### config.mk
export PLATFORM = sky130hd
export DESIGN_NAME = ir_pulse_capture_replay_flat
export DESIGN_NICKNAME = d
export VERILOG_FILES = /design/src/rtl/irpc_pkg.sv /design/src/rtl/irpc_if.sv /design/src/rtl/irpc_engine.sv /design/src/rtl/ir_pulse_capture_replay.sv /design/src/flat_wrapper.sv
export SDC_FILE = /design/constraint.sdc
export NUM_CORES = 1
export LEC_CHECK = 0
export BUFFER_PORTS_ARGS = -buffer_cell sky130_fd_sc_hd__buf_2
export CORE_ASPECT_RATIO = 1.1
export CORE_MARGIN = 2
export CORE_UTILIZATION = 49
export DETAILED_ROUTE_END_ITERATION = 8
export HOLD_SLACK_MARGIN = 0.03
export PLACE_DENSITY_LB_ADDON = 0.12
export SYNTH_ARGS = -nofsm -noshare
export SYNTH_HDL_FRONTEND = slang
export SYNTH_SLANG_ARGS = --single-unit
### constraint.sdc
create_clock -name i_clk -period 4.6 [get_ports i_clk]
set_input_delay 0.46 -clock i_clk [delete_from_list [all_inputs] [get_ports i_clk]]
set_output_delay 0.46 -clock i_clk [all_outputs]
set_load 0.03 [all_outputs]
### src/rtl/irpc_pkg.sv
// ----------------------------------------------------------------------------
// irpc_pkg: shared types and constants of the IR pulse capture/replay block
// Item kinds, host command codes, parse modes and the item/result records.
// ----------------------------------------------------------------------------
package irpc_pkg;

    localparam int DEFAULT_COUNT_BITS = 16;

    localparam int DUR_W    = 16;
    localparam int BYTE_W   = 8;
    localparam int FUNC_W   = 2;
    localparam int PERIOD_W = 8;
    localparam int DUTY_W   = 9;

    // Item kinds.
    localparam logic [FUNC_W-1:0] FUNC_TICK = 2'd0;
    localparam logic [FUNC_W-1:0] FUNC_EDGE = 2'd1;
    localparam logic [FUNC_W-1:0] FUNC_BYTE = 2'd2;

    // Host commands.
    localparam logic [BYTE_W-1:0] CMD_RESET  = 8'h00;
    localparam logic [BYTE_W-1:0] CMD_PERIOD = 8'h02;
    localparam logic [BYTE_W-1:0] CMD_TX     = 8'h03;

    localparam logic [PERIOD_W-1:0] PERIOD_RESET = 8'h52;
    localparam logic [DUR_W-1:0]    END_PAIR     = 16'hFFFF;

    typedef enum logic [3:0] {
        PM_IDLE   = 4'b0001,
        PM_PARAM  = 4'b0010,
        PM_DATA_H = 4'b0100,
        PM_DATA_L = 4'b1000
    } t_parse_mode;

    typedef struct packed {
        logic [FUNC_W-1:0] func;
        logic              pin_level;
        logic [BYTE_W-1:0] host_byte;
    } t_item;

    typedef struct packed {
        logic                sample_valid;
        logic [DUR_W-1:0]    sample_duration;
        logic                capture_ended;
        logic                carrier_on;
        logic [PERIOD_W-1:0] carrier_period;
        logic [DUTY_W-1:0]   carrier_duty_quarters;
        logic                byte_accepted;
        logic                exit_request;
    } t_result;

endpackage

### src/rtl/irpc_if.sv
// ----------------------------------------------------------------------------
// irpc_if: item channels of the IR pulse capture/replay block
// Valid/ready channels for input items and result items.
// ----------------------------------------------------------------------------
interface irpc_in_if;
    logic       valid;
    logic       ready;
    logic [1:0] func;
    logic       pin_level;
    logic [7:0] host_byte;

    modport source(output valid, func, pin_level, host_byte, input ready);
    modport sink(input valid, func, pin_level, host_byte, output ready);
endinterface

interface irpc_out_if;
    logic        valid;
    logic        ready;
    logic        sample_valid;
    logic [15:0] sample_duration;
    logic        capture_ended;
    logic        carrier_on;
    logic [7:0]  carrier_period;
    logic [8:0]  carrier_duty_quarters;
    logic        byte_accepted;
    logic        exit_request;

    modport source(output valid, sample_valid, sample_duration, capture_ended, carrier_on,
                   carrier_period, carrier_duty_quarters, byte_accepted, exit_request,
                   input ready);
    modport sink(input valid, sample_valid, sample_duration, capture_ended, carrier_on,
                 carrier_period, carrier_duty_quarters, byte_accepted, exit_request,
                 output ready);
endinterface

### src/rtl/irpc_engine.sv
// ----------------------------------------------------------------------------
// irpc_engine: capture counter, transmit sequencer and host byte parser
// Holds the capture, transmit and parser state and computes one result for each item it is given.
// ----------------------------------------------------------------------------
module irpc_engine #(
    parameter int COUNT_BITS = irpc_pkg::DEFAULT_COUNT_BITS
) (
    input  logic             i_clk,
    input  logic             i_rst_n,
    input  logic             i_fire,
    input  irpc_pkg::t_item  i_item,
    output irpc_pkg::t_result o_result
);
    import irpc_pkg::*;

    localparam int LW = (COUNT_BITS > DUR_W) ? COUNT_BITS : DUR_W;
    localparam logic [COUNT_BITS-1:0] CNT_MAX = {COUNT_BITS{1'b1}};
    localparam logic [LW-1:0] CNT_MAX_EXT = LW'(CNT_MAX);
    localparam logic [LW-1:0] DUR_MAX_EXT = LW'(END_PAIR);

    t_parse_mode           r_mode, n_mode;
    logic [COUNT_BITS-1:0] r_tick, n_tick;
    logic                  r_capture, n_capture;
    logic                  r_tx, n_tx;
    logic                  r_carrier, n_carrier;
    logic [DUR_W-1:0]      r_spare, n_spare;
    logic                  r_spare_full, n_spare_full;
    logic                  r_end_seen, n_end_seen;
    logic [PERIOD_W-1:0]   r_period, n_period;
    logic [BYTE_W-1:0]     r_pend_hi, n_pend_hi;
    logic                  r_rx_off, n_rx_off;

    // Segment counters run up to the maximum; a duration loads max - duration.
    function automatic logic [COUNT_BITS-1:0] load_for(input logic [DUR_W-1:0] dur);
        logic [LW-1:0] dur_ext;
        dur_ext = LW'(dur);
        if (dur_ext > CNT_MAX_EXT) begin
            return '0;
        end
        return COUNT_BITS'(CNT_MAX_EXT - dur_ext);
    endfunction

    logic [LW-1:0]    tick_ext;
    logic [DUR_W-1:0] pair;
    logic             at_max;
    logic             pair_end;

    assign tick_ext = LW'(r_tick);
    assign at_max   = (r_tick == CNT_MAX);
    assign pair     = {r_pend_hi, i_item.host_byte};
    assign pair_end = (pair == END_PAIR);

    always_comb begin
        n_mode       = r_mode;
        n_tick       = r_tick;
        n_capture    = r_capture;
        n_tx         = r_tx;
        n_carrier    = r_carrier;
        n_spare      = r_spare;
        n_spare_full = r_spare_full;
        n_end_seen   = r_end_seen;
        n_period     = r_period;
        n_pend_hi    = r_pend_hi;
        n_rx_off     = r_rx_off;

        o_result = '0;

        unique case (i_item.func)
            FUNC_TICK: begin
                if (r_tx) begin
                    if (at_max) begin
                        if (!r_spare_full || r_end_seen) begin
                            n_tx         = 1'b0;
                            n_carrier    = 1'b0;
                            n_spare_full = 1'b0;
                            n_rx_off     = 1'b0;
                            n_tick       = '0;
                        end else begin
                            n_carrier    = !r_carrier;
                            n_tick       = load_for(r_spare);
                            n_spare_full = 1'b0;
                        end
                    end else begin
                        n_tick = r_tick + COUNT_BITS'(1);
                    end
                end else if (r_capture) begin
                    if (at_max) begin
                        o_result.sample_valid    = 1'b1;
                        o_result.capture_ended   = 1'b1;
                        o_result.sample_duration = END_PAIR;
                        n_capture                = 1'b0;
                        n_tick                   = '0;
                    end else begin
                        n_tick = r_tick + COUNT_BITS'(1);
                    end
                end
            end
            FUNC_EDGE: begin
                if (!r_rx_off) begin
                    if (!r_capture) begin
                        if (!i_item.pin_level) begin
                            n_capture = 1'b1;
                            n_tick    = '0;
                        end
                    end else begin
                        o_result.sample_valid    = 1'b1;
                        o_result.sample_duration = (tick_ext > DUR_MAX_EXT) ? END_PAIR
                                                                            : DUR_W'(tick_ext);
                        n_tick                   = '0;
                    end
                end
            end
            FUNC_BYTE: begin
                o_result.byte_accepted = 1'b1;
                unique case (r_mode)
                    PM_IDLE: begin
                        if (i_item.host_byte == CMD_RESET) begin
                            n_mode       = PM_IDLE;
                            n_tick       = '0;
                            n_capture    = 1'b0;
                            n_tx         = 1'b0;
                            n_carrier    = 1'b0;
                            n_spare      = '0;
                            n_spare_full = 1'b0;
                            n_end_seen   = 1'b0;
                            n_pend_hi    = '0;
                            n_rx_off     = 1'b0;
                            o_result.exit_request = 1'b1;
                        end else if (i_item.host_byte == CMD_PERIOD) begin
                            n_mode = PM_PARAM;
                        end else if (i_item.host_byte == CMD_TX) begin
                            n_tx         = 1'b0;
                            n_carrier    = 1'b0;
                            n_spare_full = 1'b0;
                            n_end_seen   = 1'b0;
                            n_capture    = 1'b0;
                            n_tick       = '0;
                            n_rx_off     = 1'b1;
                            n_mode       = PM_DATA_H;
                        end
                    end
                    PM_PARAM: begin
                        n_period = i_item.host_byte;
                        n_mode   = PM_IDLE;
                    end
                    PM_DATA_H: begin
                        if (r_spare_full) begin
                            o_result.byte_accepted = 1'b0;
                        end else begin
                            n_pend_hi = i_item.host_byte;
                            n_mode    = PM_DATA_L;
                        end
                    end
                    PM_DATA_L: begin
                        // The end pair is buffered like any other and closes the data phase.
                        n_end_seen = r_end_seen || pair_end;
                        if (!r_tx) begin
                            n_capture    = 1'b0;
                            n_rx_off     = 1'b1;
                            n_tx         = 1'b1;
                            n_carrier    = 1'b1;
                            n_tick       = load_for(pair);
                            n_spare_full = 1'b0;
                        end else begin
                            n_spare      = pair;
                            n_spare_full = 1'b1;
                        end
                        n_mode = (r_end_seen || pair_end) ? PM_IDLE : PM_DATA_H;
                    end
                    default: begin
                        n_mode = r_mode;
                    end
                endcase
            end
            default: begin
                n_mode = r_mode;
            end
        endcase

        o_result.carrier_on            = n_carrier;
        o_result.carrier_period        = n_period;
        o_result.carrier_duty_quarters = {n_period, 1'b0};
    end

    always_ff @(posedge i_clk) begin
        if (!i_rst_n) begin
            r_mode       <= PM_IDLE;
            r_tick       <= '0;
            r_capture    <= 1'b0;
            r_tx         <= 1'b0;
            r_carrier    <= 1'b0;
            r_spare_full <= 1'b0;
            r_end_seen   <= 1'b0;
            r_period     <= PERIOD_RESET;
            r_rx_off     <= 1'b0;
        end else if (i_fire) begin
            r_mode       <= n_mode;
            r_tick       <= n_tick;
            r_capture    <= n_capture;
            r_tx         <= n_tx;
            r_carrier    <= n_carrier;
            r_spare_full <= n_spare_full;
            r_end_seen   <= n_end_seen;
            r_period     <= n_period;
            r_rx_off     <= n_rx_off;
        end
    end

    always_ff @(posedge i_clk) begin
        if (i_fire) begin
            r_spare   <= n_spare;
            r_pend_hi <= n_pend_hi;
        end
    end

endmodule

### src/rtl/ir_pulse_capture_replay.sv
// ----------------------------------------------------------------------------
// ir_pulse_capture_replay: IR pulse-width capture and carrier replay
// Input register, processing engine and result register with handshakes.
// ----------------------------------------------------------------------------
// Usage: items arrive on i_in (timer tick, IR pin edge, or host byte) and
// exactly one result item per input item leaves on o_out, in order. Both
// channels use valid/ready; an item moves at a clock edge with both high.
// An accepted item sits in the input register; when it moves on, the engine
// updates its state and loads the result register, which drives o_out.valid.
// One item per cycle is sustained while the receiver keeps o_out.ready high;
// back-pressure on o_out is the only limit.
// When the receiver holds o_out.ready low, the result register keeps its
// item and the input register still takes one more item; after that i_in.ready
// drops until the result is taken, so nothing is lost or repeated.
// A synchronous active-low reset empties both registers, stops capture and
// transmit, puts the parser in its idle mode and sets the carrier period to
// 82. No clearing pass is needed; the block takes items right after reset.
// ----------------------------------------------------------------------------
module ir_pulse_capture_replay #(
    parameter int COUNT_BITS = irpc_pkg::DEFAULT_COUNT_BITS
) (
    input  logic  i_clk,
    input  logic  i_rst_n,
    irpc_in_if.sink    i_in,
    irpc_out_if.source o_out
);
    import irpc_pkg::*;

    logic    r_in_valid;
    t_item   r_in;
    logic    r_out_valid;
    t_result r_out;
    t_result result;
    logic    advance;
    logic    in_fire;

    assign advance   = r_in_valid && (!r_out_valid || o_out.ready);
    assign i_in.ready = !r_in_valid || advance;
    assign in_fire   = i_in.valid && i_in.ready;

    irpc_engine #(
        .COUNT_BITS(COUNT_BITS)
    ) u_engine (
        .i_clk   (i_clk),
        .i_rst_n (i_rst_n),
        .i_fire  (advance),
        .i_item  (r_in),
        .o_result(result)
    );

    always_ff @(posedge i_clk) begin
        if (!i_rst_n) begin
            r_in_valid  <= 1'b0;
            r_out_valid <= 1'b0;
        end else begin
            if (in_fire) begin
                r_in_valid <= 1'b1;
            end else if (advance) begin
                r_in_valid <= 1'b0;
            end
            if (advance) begin
                r_out_valid <= 1'b1;
            end else if (o_out.ready) begin
                r_out_valid <= 1'b0;
            end
        end
    end

    always_ff @(posedge i_clk) begin
        if (in_fire) begin
            r_in <= '{func: i_in.func, pin_level: i_in.pin_level, host_byte: i_in.host_byte};
        end
        if (advance) begin
            r_out <= result;
        end
    end

    assign o_out.valid                 = r_out_valid;
    assign o_out.sample_valid          = r_out.sample_valid;
    assign o_out.sample_duration       = r_out.sample_duration;
    assign o_out.capture_ended         = r_out.capture_ended;
    assign o_out.carrier_on            = r_out.carrier_on;
    assign o_out.carrier_period        = r_out.carrier_period;
    assign o_out.carrier_duty_quarters = r_out.carrier_duty_quarters;
    assign o_out.byte_accepted         = r_out.byte_accepted;
    assign o_out.exit_request          = r_out.exit_request;

endmodule

### src/flat_wrapper.sv
// flat-port wrapper written by rule: the top's interface ports become plain ports
module ir_pulse_capture_replay_flat import irpc_pkg::*;
#(
    parameter int COUNT_BITS = irpc_pkg::DEFAULT_COUNT_BITS
)
  (i_clk, i_rst_n, i_in_valid, i_in_func, i_in_pin_level, i_in_host_byte, i_in_ready, o_out_valid, o_out_sample_valid, o_out_sample_duration, o_out_capture_ended, o_out_carrier_on, o_out_carrier_period, o_out_carrier_duty_quarters, o_out_byte_accepted, o_out_exit_request, o_out_ready);
  irpc_in_if i_in_i ();
  irpc_out_if o_out_i ();
  input  logic i_clk;
  input  logic i_rst_n;
  input wire logic [$bits(i_in_i.valid)-1:0] i_in_valid;
  input wire logic [$bits(i_in_i.func)-1:0] i_in_func;
  input wire logic [$bits(i_in_i.pin_level)-1:0] i_in_pin_level;
  input wire logic [$bits(i_in_i.host_byte)-1:0] i_in_host_byte;
  output wire logic [$bits(i_in_i.ready)-1:0] i_in_ready;
  output wire logic [$bits(o_out_i.valid)-1:0] o_out_valid;
  output wire logic [$bits(o_out_i.sample_valid)-1:0] o_out_sample_valid;
  output wire logic [$bits(o_out_i.sample_duration)-1:0] o_out_sample_duration;
  output wire logic [$bits(o_out_i.capture_ended)-1:0] o_out_capture_ended;
  output wire logic [$bits(o_out_i.carrier_on)-1:0] o_out_carrier_on;
  output wire logic [$bits(o_out_i.carrier_period)-1:0] o_out_carrier_period;
  output wire logic [$bits(o_out_i.carrier_duty_quarters)-1:0] o_out_carrier_duty_quarters;
  output wire logic [$bits(o_out_i.byte_accepted)-1:0] o_out_byte_accepted;
  output wire logic [$bits(o_out_i.exit_request)-1:0] o_out_exit_request;
  input wire logic [$bits(o_out_i.ready)-1:0] o_out_ready;
  assign i_in_i.valid = i_in_valid;
  assign i_in_i.func = i_in_func;
  assign i_in_i.pin_level = i_in_pin_level;
  assign i_in_i.host_byte = i_in_host_byte;
  assign i_in_ready = i_in_i.ready;
  assign o_out_valid = o_out_i.valid;
  assign o_out_sample_valid = o_out_i.sample_valid;
  assign o_out_sample_duration = o_out_i.sample_duration;
  assign o_out_capture_ended = o_out_i.capture_ended;
  assign o_out_carrier_on = o_out_i.carrier_on;
  assign o_out_carrier_period = o_out_i.carrier_period;
  assign o_out_carrier_duty_quarters = o_out_i.carrier_duty_quarters;
  assign o_out_byte_accepted = o_out_i.byte_accepted;
  assign o_out_exit_request = o_out_i.exit_request;
  assign o_out_i.ready = o_out_ready;
  ir_pulse_capture_replay #(.COUNT_BITS(COUNT_BITS)) u_core (.i_clk(i_clk), .i_rst_n(i_rst_n), .i_in(i_in_i), .o_out(o_out_i));
endmodule
==> flow_summary.yaml, run 1 <==
outcome:
  status: "complete, no violations"
timing:
  rsz0062_at_grt: "false"
  finalSetupViolCount: 0
  fin_crit_ns: 3.02
  setup_ws_ns: 1.58
  finalCritPeriodShare_pct: 65.7
  fmax_ghz: 0.331
  tightest_slew_ns: 1.15
  finClkSkew_ns: 0.00773
  hold_viol: 0
  max-slew-margin-rel_pct: 23.3
  setup_tns_ns: 0
  slew_viol_final: 0
critical_path:
  critPathMaxStageDelay_ns: 0.92
  cp-startpoint: "u_core.r_in[9]"
  crit_top_cell: "inv_1"
  r2r_cells: 7
  cp_max_fo: 17
  worstSetupEndpointType: "flop"
  r2r_setup_slack_ns: 1.58
  r2r-end: "u_core.u_engine.r_tick[1]"
  worst-setup-path-type: "flop to flop"
  cp_slowest_cell: "a21oi_1"
  cp_cell_sequence: "inv_1 > ha_1 > inv_1 > o311ai_1 > nor3_2 > a21oi_1 > a32o_1"
  rr_startpoint: "u_core.r_in[9]"
  arrival_ns: 3.31
  startpoint_type: "flop"
  crit_required_ns: 4.89
  cp-endpoint: "u_core.u_engine.r_tick[1]"
layout:
  final_cells: 610
  fin_nets: 502
  layout_commonest_cell: "edfxtp_1"
  most-common-layout-cells: "edfxtp_1 (64), buf_2 (53), dfxtp_1 (36), o21ai_0 (29), nor2_1 (28)"
  layout-drive-gt1-share_pct: 21.4
  final.fill_count: 909
  antenna_cells: 0
  area_growth_pct: 9.26
clock_network:
  clock_latency_ns: 0.35
  htreeDepth: 3
  post-cts-setup-buffers: 0
  cts_tree: "yes"
  numClockSinks: 100
  cts_resized: 0
  cts-root-buf: "clkbuf_16"
  numCtsBuffers: 9
  clk_pin_slew_ns: 0.07
  cts_buffer_depth: 2
  postCtsHoldBufs: 0
place:
  place_ws_ns: 1.63
  dp_cells: 594
  numPortBuffers: 53
  dp_hpwl_mm: 8.08
  gp_congestion: 0.919
floorplanning:
  ios: 55
  dieArea_um2: 11200
  die-height_um: 111
  fp.dieW_um: 101
  core_um2: 10200
  start_util_pct: 49.7
  row_count: 39
synthesis:
  ys_types: 69
  postSynthAreaPerCell_um2: 11.1
  synth-edff-count: 64
  synth_nets: 479
  synthCells: 459
  ys_ff_latch: 100
  ys.flop_type: "edfxtp_1"
  seq_area_frac_synth_pct: 51.9
  synthArstFlopShare_pct: 0
  yosys_warnings: 0
  synthesis.area_um2: 5090
pwr:
  finalPower_mw: 2.02
  leakagePower_nw: 2.07
  peakVddDrop_mv: 0.196
  power_density_nw_per_um2: 363
min_path:
  min-delay-start: "i_in_host_byte[2]"
  hold_path_class: "primary input to flop"
route:
  drt_first_pass_iters: 5
  drc_errors: 0
  antenna_left: 0
  routedWlPerCell_um: 19.1
  drt_iter0_drc: 362
  wl_mm: 11.6
  avgViaCountPerCell: 6.18
  vias: 3771
grt:
  grt_start_max_net_pins: 31
  antenna_found_initial: 0
  grt_overflow: 0
  grt_pass1_wl_mm: 18.9
  gr-usage-all-layers_pct: 21.8
  grt_pass1_vias: 3547
job:
  cap_violations: 0
per-layer routing:
layer | wire length [µm] | vias to the layer above | track usage, % | share of wire [%]
met1 | 5290 | 1828 | 30.5 | 45
met4 | 246 | 0 | 7.57 | 2.1
li1 | - | 1776 | - | -
met5 | 0 | - | 0 | 0
met2 | 5530 | 140 | 34.3 | 48
met3 | 570 | 27 | 3.15 | 4.9
through the flow:
step / hold WS, ns / cell area [µm²] / util [%]
after floorplan: 0.437 / 5090 / -
after global placement: 0.448 / 5220 / 51.0
after detailed placement: 0.460 / 5220 / 51.0
after CTS: 0.278 / 5560 / 54.3
after global routing: 0.270 / 5560 / 54.3
final: 0.284 / 5560 / 54.3
worst max-delay path, delay by kind of cell (launching register included):
family / cells / cell delay, ns
buf+inv: 2 / 0.26
fa+ha+maj: 1 / 0.53
compound gates: 3 / 1.59
flops: 1 / 0.42
simple gates: 1 / 0.14
worst min-delay path by stage:
stage,endpoint,slack [ns],depth (start not counted)
after floorplan,u_core.u_engine.r_period[1],0.44,2
after detailed placement,u_core.u_engine.r_period[4],0.46,2
after global routing,u_core.r_in[3],0.27,1
after CTS,u_core.r_in[2],0.28,1
after global placement,u_core.u_engine.r_period[1],0.45,2
final,u_core.r_in[2],0.28,1
logic make-up (layout without fill, tap and decap cells):
kind of cell / Yosys count / in the layout / share of synthesized area, %
AO/OA/AOI/OAI: 120 / 120 / 17.5
buffers and inverters: 59 / 87 / 7.32
AND/OR/NAND/NOR: 152 / 152 / 17.7
flip-flops: 100 / 100 / 51.9
multiplexers: 12 / 12 / 2.58
other: 1 / 1 / 0.0736
XOR/XNOR: 10 / 10 / 1.72
adder cells (fa/ha/maj): 5 / 5 / 1.23
synthesized netlist by cell type (all sizes together) (11+ instances only):
cell type	number	share of area [%]
nand3	14	1.6
clkbuf	20	2.1
a32o	15	2.9
nand4	11	1.6
nor2	28	2.1
nand2	23	1.7
o21ai	29	2.9
inv	14	1.0
dfxtp	36	14
edfxtp	64	38
buf	25	4.2
and2	24	2.9
a21oi	12	1.2
nor3	12	1.3
a21o	15	2.2
layout make-up:
cell class / count / area, µm² / share of cell area [%]
Sequential cell: 100 / 2640 / 47.5
Clock buffer: 10 / 250 / 4.50
Multi-Input combinational cell: 300 / 2080 / 37.3
Tap cell: 123 / 154 / 2.77
Timing Repair Buffer: 57 / 295 / 5.31
Inverter: 14 / 52.6 / 0.944
Clock inverter: 6 / 92.6 / 1.66
registers in the layout, indices dropped and copies added (netlist names), 4 cells and up:
register and count:
u_core.o_out.carrier_period 8, u_core.o_out.sample_duration 16, u_core.r_in 11, u_core.u_engine.r_mode 4
u_core.u_engine.r_pend_hi 8, u_core.u_engine.r_period 8, u_core.u_engine.r_spare 16, u_core.u_engine.r_tick 16
report_power, final:
group          total, mW  leakage, nW  switching, mW  internal, mW
Clock              0.859        0.166          0.344         0.515
Sequential          1.01        0.880         0.0302         0.979
Combinational      0.150         1.03          0.100        0.0496
Note: power is estimated with default switching activity, not from simulation.
==> run 2: changes to the inputs <==
- ABC_AREA: default -> 1
- clock period: 4.6 -> 2.9 ns (I/O delays scaled with it)
==> flow_summary.yaml, run 2 <==
synthesis:
  synthCells: 663
  post-synth-top-area-fraction_pct: 36.5
  synthArstFlopShare_pct: 0
  synth-edff-count: 64
  synthesis.area_um2: 5270
  yosys_warnings: 0
  postSynthAreaPerCell_um2: 7.94
  ys.flop_type: "edfxtp_1"
  ys_ff_latch: 100
  synth_common_cells: "nand2_1 (184), nor2_1 (93), inv_1 (72)"
  synth_nets: 683
  seq_area_frac_synth_pct: 50.2
  ys_top_cells_by_area: "edfxtp_1 (36%), dfxtp_1 (14%), nand2_1 (13%)"
  synth_top_area_cell: "edfxtp_1"
  ys_types: 36
  post-synth-top-count-cell: "nand2_1"
route:
  wl_mm: 11.0
  antenna_left: 0
  routedWlPerCell_um: 12.9
  drt_first_pass_iters: 5
  avgViaCountPerCell: 4.94
  drt_iter0_drc: 205
  drc_errors: 0
  vias: 4220
timing:
  finalCritPeriodShare_pct: 78.2
  fin_crit_ns: 2.27
  fmax_ghz: 0.441
  finalSetupViolCount: 0
  tightest_slew_ns: 0.852
  finClkSkew_ns: 0.00762
  slew_viol_final: 0
  hold_viol: 0
  max-slew-margin-rel_pct: 43.2
  rsz0062_at_grt: "false"
  setup_tns_ns: 0
critical_path:
  r2r_setup_slack_ns: 0.63
  worstSetupEndpointType: "flop"
  arrival_ns: 2.31
  startpoint_type: "flop"
  r2r_cells: 7
  r2r-end: "u_core.u_engine.r_spare[6]"
  rr_startpoint: "u_core.r_in[9]"
  worst-setup-path-type: "flop to flop"
  cp_max_fo: 16
  crit_required_ns: 2.94
pwr:
  leakagePower_nw: 2.53
  peakVddDrop_mv: 0.326
  power_density_nw_per_um2: 528
layout:
  fin_nets: 726
  antenna_cells: 0
  most-common-layout-cells: "nand2_1 (184), nor2_1 (93), inv_1 (72), edfxtp_1 (64), buf_2 (53)"
  final_cells: 854
  layout-drive-gt1-share_pct: 17.3
  layout_commonest_cell: "nand2_1"
  area_growth_pct: 11.8
floorplanning:
  core_um2: 10400
  row_count: 39
  fp.dieW_um: 103
  ios: 55
  dieArea_um2: 11600
  die-height_um: 113
  start_util_pct: 50.4
grt:
  busiest_layer: "met2"
  grt_start_max_net_pins: 26
  use_met1_pct: 26.5
  globalRouteMet3Util_pct: 3.71
  antenna_found_initial: 0
  grt_pass1_vias: 3942
  gr-usage-all-layers_pct: 20.6
  grt_overflow: 0
  use_met2_pct: 33.8
  grt_pass1_wl_mm: 18.7
clock_network:
  cts_tree: "yes"
  htreeDepth: 3
  cts_resized: 0
  numClockSinks: 100
  postCtsHoldBufs: 0
  numCtsBuffers: 9
  post-cts-setup-buffers: 0
  cts_buffer_depth: 2
  clock_latency_ns: 0.35
  cts-root-buf: "clkbuf_16"
  clk_pin_slew_ns: 0.07
min_path:
  min_to: "u_core.r_in[5]"
  hold_path_class: "primary input to flop"
  hold_depth: 1
  min-delay-start: "i_in_host_byte[5]"
outcome:
  status: "complete, no violations"
place:
  dp_cells: 838
  dp_hpwl_mm: 8.23
  numPortBuffers: 53
  gp_congestion: 0.862
job:
  cap_violations: 0
==> run 2: power breakdown <==
| group | internal (mW) | switching (mW) |
|---|---|---|
| Clock | 0.681 | 0.551 |
| Combinational | 0.0861 | 0.210 |
| Sequential | 1.55 | 0.0260 |
| Total | 2.32 | 0.787 |
==> run 2: critical path: stages, from the launching register on <==
cell	delay, ns
edfxtp_1	0.42
inv_1	0.10
ha_1	0.35
inv_2	0.13
a211oi_1	0.41
o21ai_0	0.17
a21oi_1	0.14
buf_4	0.24
==> run 2: how the worst max path moves through the flow <==
| stage | slack (ns) | start | end | cells past startpoint |
|---|---|---|---|---|
| finish | 0.63 | u_core.r_in[9] | u_core.u_engine.r_spare[6] | 7 |
| global route | 0.50 | u_core.r_in[9] | u_core.u_engine.r_period[2] | 7 |
| CTS | 0.67 | u_core.r_in[9] | u_core.u_engine.r_spare[12] | 7 |
| detailed placement | 0.73 | u_core.r_in[9] | u_core.u_engine.r_spare[7] | 7 |
| global placement | 0.78 | u_core.r_in[9] | u_core.u_engine.r_spare[6] | 7 |
| floorplan | 0.36 | u_core.r_in[9] | u_core.u_engine.r_spare[0] | 6 |
==> run 2: cell type report <==
class	instances	area, µm²
well taps	143	179
flip-flops and latches	100	2640
clock buffers	9	225
inverters	85	322
multi-input cells	450	2120
repair buffers	60	318
clock inverters	7	78.8
fillers	1009	4550
==> run 2: cells by family (layout without fill, tap and decap cells) <==
kind of cell    Yosys count  count (layout)  share of synthesized area [%]
other cells               1               1                         0.0712
compound gates           63              63                           7.01
simple gates            375             375                           31.1
flops                   100             100                           50.2
buf+inv                 113             161                           9.50
fa+ha+maj                 5               5                           1.19
xor+xnor                  6               6                          0.998
==> run 2: metrics by stage <==
stage               setup slack, ns  power (mW)  utilization (%)  instance area, µm²  hold slack, ns
global placement              0.785        1.90             53.5                5580           0.452
finish                        0.633        3.11             56.4                5890           0.109
detailed placement            0.726        1.91             53.5                5580           0.463
floorplan                     0.360        1.84                -                5270           0.374
global route                  0.499        3.24             56.4                5890          0.0977
CTS                           0.669        3.14             56.4                5890           0.102
==> run 2: routing by layer <==
layer	wire, µm	vias up
li1	-	2207
met1	4830	1866
met2	5310	128
met3	571	19
met4	280	0
met5	0	-
